<file path="src/hdl/assert_macros.svh">
// assertion helpers shared by the rtl
`ifndef ASSERT_MACROS_SVH
`define ASSERT_MACROS_SVH

`ifndef SYNTHESIS
`define ASSERT_PROP(label, clk, rst_n, prop, msg) \
  label: assert property (@(posedge clk) disable iff (!rst_n) (prop)) else $error(msg);
`define ASSERT_NEVER(label, clk, rst_n, expr, msg) \
  label: assert property (@(posedge clk) disable iff (!rst_n) !(expr)) else $error(msg);
`else
`define ASSERT_PROP(label, clk, rst_n, prop, msg)
`define ASSERT_NEVER(label, clk, rst_n, expr, msg)
`endif

`endif

</file>
<file path="src/hdl/pid_pkg.sv">
`timescale 1ns / 1ps
`default_nettype none

package pid_pkg;

  // field widths
  localparam int unsigned IN_W     = 16;
  localparam int unsigned DT_W     = 16;
  localparam int unsigned OUT_W    = 16;
  localparam int unsigned GAIN_W   = 32;
  localparam int unsigned LIM_W    = 15;
  localparam int unsigned FRAC_W   = 16;
  localparam int unsigned ADDR_W   = 4;
  localparam int unsigned APB_W    = 32;

  // datapath widths
  localparam int unsigned ERR_W    = IN_W + 1;
  localparam int unsigned DERR_W   = ERR_W + 1;
  localparam int unsigned INT_W    = 48;
  localparam int unsigned HALF_W   = INT_W / 2;
  localparam int unsigned MA_W     = GAIN_W + 1;
  localparam int unsigned MB_W     = HALF_W + 1;
  localparam int unsigned PROD_W   = MA_W + MB_W;
  localparam int unsigned EDT_W    = ERR_W + DT_W;
  localparam int unsigned P_W      = GAIN_W + ERR_W;
  localparam int unsigned DPROD_W  = GAIN_W + DERR_W;
  localparam int unsigned DNUM_W   = DPROD_W + 10;
  localparam int unsigned DMAG_W   = DNUM_W - 1;
  localparam int unsigned IPART_W  = GAIN_W + HALF_W;
  localparam int unsigned ITERM_W  = 61;
  localparam int unsigned SUM_W    = 63;
  localparam int unsigned LOSUM_W  = LIM_W + FRAC_W + 1;

  // iterative divider
  localparam int unsigned DIV_W     = IPART_W + HALF_W;
  localparam int unsigned DIVR_W    = DT_W;
  localparam int unsigned DIV_RADIX = 4;
  localparam int unsigned DIV_STEPS = DIV_W / DIV_RADIX;
  localparam int unsigned DIV_CNT_W = $clog2(DIV_STEPS);

  localparam logic [DIVR_W-1:0]  I_DIVISOR   = DIVR_W'(1000);
  localparam logic [DIV_W-1:0]   ITERM_LIM   = DIV_W'(1) << (ITERM_W - 1);
  localparam logic [LIM_W-1:0]   LIMIT_RESET = LIM_W'(100);

  typedef enum logic [1:0] {
    REG_GAIN_P = 2'd0,
    REG_GAIN_I = 2'd1,
    REG_GAIN_D = 2'd2,
    REG_LIMIT  = 2'd3
  } reg_idx_e;

  typedef enum logic [2:0] {
    MUL_E_DT,
    MUL_P,
    MUL_I_HI,
    MUL_I_LO,
    MUL_D
  } mul_sel_e;

  typedef struct packed {
    logic     load;
    logic     clear;
    logic     mul_en;
    mul_sel_e mul_sel;
    logic     int_upd;
    logic     sum_init;
    logic     ihi_ld;
    logic     dnum_ld;
    logic     div_start;
    logic     div_sel_d;
    logic     add_i;
    logic     add_d;
    logic     out_ld;
  } pid_cmd_t;

  typedef struct packed {
    logic div_busy;
    logic div_done;
    logic dt_zero;
    logic out_free;
  } pid_sts_t;

endpackage

`default_nettype wire

</file>
<file path="src/hdl/pid_ctrl.sv">
`timescale 1ns / 1ps
`default_nettype none

module pid_ctrl (
  input  logic              clk_i,
  input  logic              rst_ni,
  input  logic              in_valid_i,
  input  logic              in_clear_i,
  output logic              in_ready_o,
  input  pid_pkg::pid_sts_t sts_i,
  output pid_pkg::pid_cmd_t cmd_o
);
  import pid_pkg::*;

  typedef enum logic [3:0] {
    ST_IDLE,
    ST_MUL_EDT,
    ST_UPD_INT,
    ST_ADD_P,
    ST_HOLD_HI,
    ST_DIV_I,
    ST_WAIT_I,
    ST_DIV_D,
    ST_WAIT_D,
    ST_OUT
  } state_e;

  state_e state_q, state_d;

  always_comb begin
    state_d    = state_q;
    cmd_o      = '0;
    in_ready_o = 1'b0;
    unique case (state_q)
      ST_IDLE: begin
        in_ready_o = 1'b1;
        if (in_valid_i) begin
          if (in_clear_i) begin
            cmd_o.clear = 1'b1;
          end else begin
            cmd_o.load = 1'b1;
            state_d    = ST_MUL_EDT;
          end
        end
      end
      ST_MUL_EDT: begin
        cmd_o.mul_en  = 1'b1;
        cmd_o.mul_sel = MUL_E_DT;
        state_d       = ST_UPD_INT;
      end
      ST_UPD_INT: begin
        cmd_o.int_upd = 1'b1;
        cmd_o.mul_en  = 1'b1;
        cmd_o.mul_sel = MUL_P;
        state_d       = ST_ADD_P;
      end
      ST_ADD_P: begin
        cmd_o.sum_init = 1'b1;
        cmd_o.mul_en   = 1'b1;
        cmd_o.mul_sel  = MUL_I_HI;
        state_d        = ST_HOLD_HI;
      end
      ST_HOLD_HI: begin
        cmd_o.ihi_ld  = 1'b1;
        cmd_o.mul_en  = 1'b1;
        cmd_o.mul_sel = MUL_I_LO;
        state_d       = ST_DIV_I;
      end
      ST_DIV_I: begin
        cmd_o.div_start = 1'b1;
        cmd_o.mul_en    = 1'b1;
        cmd_o.mul_sel   = MUL_D;
        state_d         = ST_WAIT_I;
      end
      ST_WAIT_I: begin
        cmd_o.dnum_ld = 1'b1;
        if (sts_i.div_done) begin
          cmd_o.add_i = 1'b1;
          state_d     = ST_DIV_D;
        end
      end
      ST_DIV_D: begin
        if (sts_i.dt_zero) begin
          state_d = ST_OUT;
        end else begin
          cmd_o.div_start = 1'b1;
          cmd_o.div_sel_d = 1'b1;
          state_d         = ST_WAIT_D;
        end
      end
      ST_WAIT_D: begin
        cmd_o.div_sel_d = 1'b1;
        if (sts_i.div_done) begin
          cmd_o.add_d = 1'b1;
          state_d     = ST_OUT;
        end
      end
      ST_OUT: begin
        if (sts_i.out_free) begin
          cmd_o.out_ld = 1'b1;
          state_d      = ST_IDLE;
        end
      end
      default: state_d = ST_IDLE;
    endcase
  end

  always_ff @(posedge clk_i or negedge rst_ni) begin
    if (!rst_ni) begin
      state_q <= ST_IDLE;
    end else begin
      state_q <= state_d;
    end
  end

endmodule

`default_nettype wire

</file>
<file path="config.mk">
export PLATFORM = sky130hd
export DESIGN_NAME = pid_ctrl
export DESIGN_NICKNAME = d
export VERILOG_FILES = /design/src/hdl/assert_macros.svh /design/src/hdl/pid_pkg.sv /design/src/hdl/pid_ctrl.sv
export SDC_FILE = /design/constraint.sdc
export NUM_CORES = 1
export LEC_CHECK = 0
export BUFFER_PORTS_ARGS = -buffer_cell sky130_fd_sc_hd__buf_2
export CORE_MARGIN = 5
export CORE_UTILIZATION = 30
export CTS_CLUSTER_DIAMETER = 40
export DETAILED_ROUTE_END_ITERATION = 12
export HOLD_SLACK_MARGIN = 0.06
export PLACE_DENSITY = 0.68
export SKIP_CTS_REPAIR_TIMING = 1
export SYNTH_ARGS = -nofsm -noshare
export SYNTH_HDL_FRONTEND = slang
export SYNTH_SLANG_ARGS = --single-unit
</file>
<file path="constraint.sdc">
create_clock -name clk_i -period 2.3 [get_ports clk_i]
set_input_delay 0.23 -clock clk_i [delete_from_list [all_inputs] [get_ports clk_i]]
set_output_delay 0.23 -clock clk_i [all_outputs]
set_load 0.02 [all_outputs]
</file>
Yosys cells after proc, flatten, opt, wreduce, memory -nomap -nowiden
Index checks and enable logic that the tools add are counted.
Widths: inputs -> output; s select.
{"block": "word_totals", "regBits": 4, "inputBits": 8, "out_inout_bits": 16, "elab_cells": 42}
{"block": "op_classes", "eq_ne": 14, "mux": 25, "n_reduce_logical": 2}
{"operator": "$pmux 4 s10", "n": 1}
{"operator": "$mux 4", "n": 5}
{"operator": "$pmux 4 s5", "n": 1}
{"operator": "$eq 4x3->1 const B", "n": 4}
{"operator": "$mux 1", "n": 13}
{"operator": "$ne 2x2->1 const B", "n": 5}
{"operator": "$eq 4x2->1 const B", "n": 2}
{"operator": "$eq 4x4->1 const B", "n": 2}
{"operator": "$mux 2", "n": 3}
{"operator": "$reduce_and 5->1", "n": 1}
{"operator": "$eq 4x1->1 const B", "n": 1}
{"operator": "$logic_not 4->1", "n": 1}
{"operator": "$pmux 1 s2", "n": 2}

Longest topological paths before layout
{"block": "logic_depth", "word_depth": 3, "depth_mapped": 5, "mapped_depth_nobuf": 4}

Worst setup path after synthesis
No wires, ideal clock.
{"block": "synth_path", "path_kind": "register -> output", "start": "register state_q[3]", "end": "output cmd_o[10] in the netlist's numbering", "t_arrival_ns": 1.558, "required_time_ns": 2.070, "setup_slack_ns": 0.512, "path_stages_with_launch": 5, "n_path_buf": 1, "cell_sequence": "dfrtp_1 -> buf_6 -> nand2b_1 -> nor3_1 -> or2_1"}
{"element": "start: declaration", "line": "pid_ctrl.sv:28", "source": "state_e state_q, state_d;"}
{"element": "start signal: assignment", "line": "pid_ctrl.sv:112", "source": "state_q <= state_d;"}
{"element": "end: declaration", "line": "pid_ctrl.sv:11", "source": "output pid_pkg::pid_cmd_t cmd_o"}

==> summary.md <==
| Metric | Value |
|---|---|
| Via count of the routed design | 444 |
| Cell family with most CP delay | simple AND/OR/NAND/NOR gates |
| Adder-cell area share of the yosys netlist | 0% |
| Die Y | 47.0 µm |
| Register area share after synthesis | 24.3% |
| ANT nets after route | 0 |
| Gpl congestion | 0.764 |
| Synth Instances | 52 |
| RSZ-0062 raised after global routing | no |
| Top-Level Pins | 24 |
| Tcrit/Tclk final | 83.7% |
| Slowest stage delay, CP | 0.53 ns |
| Clock transition at path regs | 0.04 ns |
| Nets@finish | 84 |
| Flops & latches, synth | 4 |
| Antenna violations before repair | 0 |
| Overflow left after global routing | 0 |
| Setup TNS | 0 ns |
| Crit path cell chain | nand2b_1 > or3_1 > o21ai_0 > buf_2 |
| Placed Cells | 85 |
| Most instantiated cells after synthesis | 6 x nor2_1, 6 x nor3_1, 5 x nand2b_1 |
| TritonCTS clock tree | done |
| Number of flops mapped to enable cells by yosys | 0 |
| Leading post-synthesis cells by cell area | dfrtp_1 24%, nand2b_1 7.6%, nor3_1 7.3%, buf_6 5.5%, nor2_1 5.5% |
| CTS Buf Count | 3 |
| Final setup vio count | 0 |
| Total wire length | 1030 µm |
| Ys async rst share | 100% |
| Initial Util | 31.6% |
| First-pass GRT wire length | 1730 µm |
| Ant diodes | 0 |
| Post-synth top area cell | dfrtp_1 |
| Post-synthesis xor/xnor area fraction | 2.13% |
| Vias in the first global route | 397 |
| Syn_nets | 60 |
| DRT iter0 DRCs | 6 |
| HPWL after DPL | 765 µm |
| Complex-gate fraction of the synthesized area | 17.0% |
| Die area | 2210 µm² |
| Syn. warnings | 0 |
| Root buf cell | clkbuf_4 |
| Critical path class | reg2out |
| Worst VDD drop | 0.000803 V |
| CP Max Fanout | 12 |
| Largest register FFs | 4 |
| Max Clk Rate | 520 MHz |
| Arr. time, crit path | 1.69 ns |
| Clock skew | 0.00103 ns |
| Max-cap viol count | 0 |
| Biggest register | state_q |
| Row count | 13 |
| Chip width | 47.0 µm |
| CP required | 2.07 ns |
| CP Buf/Inv Count | 1 |
| Slew HR | 69.6% |
| Minimum clock period | 1.92 ns |
| Clk buf depth | 2 |
| # DRC | 0 |
| Ys flop type | dfrtp_1 |
| Clock insertion delay at the later pin of the skew report | 0.24 ns |
| Hold Vio Cnt, Final | 0 |
| Unique cell type count in the Yosys netlist | 27 |
| Fin util | 41.3% |
| Layout Cells excl Fill | 89 |
| Proportion of layout cells with a drive suffix above 1 | 39.2% |
| Synth top area share | 24.3% |
| CP Capture Type | primary output |
| GRT Overall Usage | 11.2% |
| Mux contribution to synthesized area | 3.65% |
| DR pass1 iterations | 3 |
| Largest registers | state_q (4) |
| Final slew viol count | 0 |
| WL per Instance | 11.5 µm |
| Area grow syn2layout | 30.7% |
| Leakage | 0.279 nW |
| Port bufs | 22 |
| Syn avg cell area | 7.92 µm² |
| Pwr dens | 1600 nW/µm² |
| Slowest-stage cell, CP | dfrtp_1 |
| Hold Crit Class | in2reg |
| Worst-Margin Slew | 0.455 ns |
| # clock sinks | 4 |
| Largest family of logic cells by synthesized area | simple AND/OR/NAND/NOR gates |
| Drt via density | 4.99 |
| CP startpoint kind | flop |
| Status | finished clean |
| Hold_ws | 0.208 ns |
| Post-Synth Simple-Gate Area | 41.6% |
| Largest net degree at the start of global routing | 15 |
| H-tree levels | 1 |
| Post-Syn Area | 412 µm² |
| Core area | 1300 µm² |
kinds of logic after synthesis:
logic type | count (synthesis)
AOI/OAI and AO/OA | 11
xor gates and xnor gates | 1
buffers and inverters | 7
DFF | 4
muxes | 1
and+or+nand+nor | 28
cell type report:
class,count,area (µm²)
fill,145,763
multi-input combinational,41,265
timing repair buffer,23,120
sequential,4,100
clock buffer,3,22.5
tap,15,18.8
inverter,3,11.3
cell usage in the layout (no fill, tap or decap), types with 2 or more instances in the layout:
cell      instances
nor2_1            6
inv_1             3
clkbuf_4          3
nor3_1            6
o21ai_0           2
a21oi_1           3
dfrtp_1           4
buf_2            22
or2_1             2
nand2_1           2
nand2b_1          5
worst paths after layout:
check / startpoint / end / slack, ns / cells after the start
min: sts_i[0] / state_q[0] / 0.21 / 2
min reg2reg: state_q[3] / state_q[1] / 0.71 / 1
min in group asynchronous: rst_ni / state_q[2] / 0.32 / 2
max in group asynchronous: rst_ni / state_q[0] / 1.86 / 2
max reg2reg: state_q[1] / state_q[3] / 0.67 / 3
max: state_q[2] / cmd_o[3] / 0.38 / 4
worst register-to-register path, stage by stage (launching register included):
cell and delay (ns):
dfrtp_1 0.53, nand2b_1 0.28, o311ai_1 0.37, mux2_4 0.33
routing by layer:
metal / vias to the layer above / GRT usage [%] / share of wire (%)
li1: 225 / - / -
met1: 196 / 14.4 / 44
met2: 21 / 16.0 / 43
met3: 2 / 6.13 / 12
met5: - / 0 / 0
met4: 0 / 3.31 / 1.2
power breakdown:
part,switching [W],leakage [nW],internal (W)
registers,0.000129,0.0496,0.000107
clock network,0.0000311,0.0138,0.0000585
logic,0.000314,0.216,0.000223
metrics by stage:
| step | cell area (µm²) | total power (W) | worst slack (ns) |
|---|---|---|---|
| after floorplan | 412 | 0.000670 | 0.512 |
| after global placement | 505 | 0.000777 | 0.633 |
| after detailed placement | 505 | 0.000780 | 0.634 |
| after CTS | 528 | 0.000873 | 0.374 |
| after global routing | 538 | 0.000947 | 0.235 |
| final | 538 | 0.000863 | 0.375 |
Power figures use the tool's default switching activity.
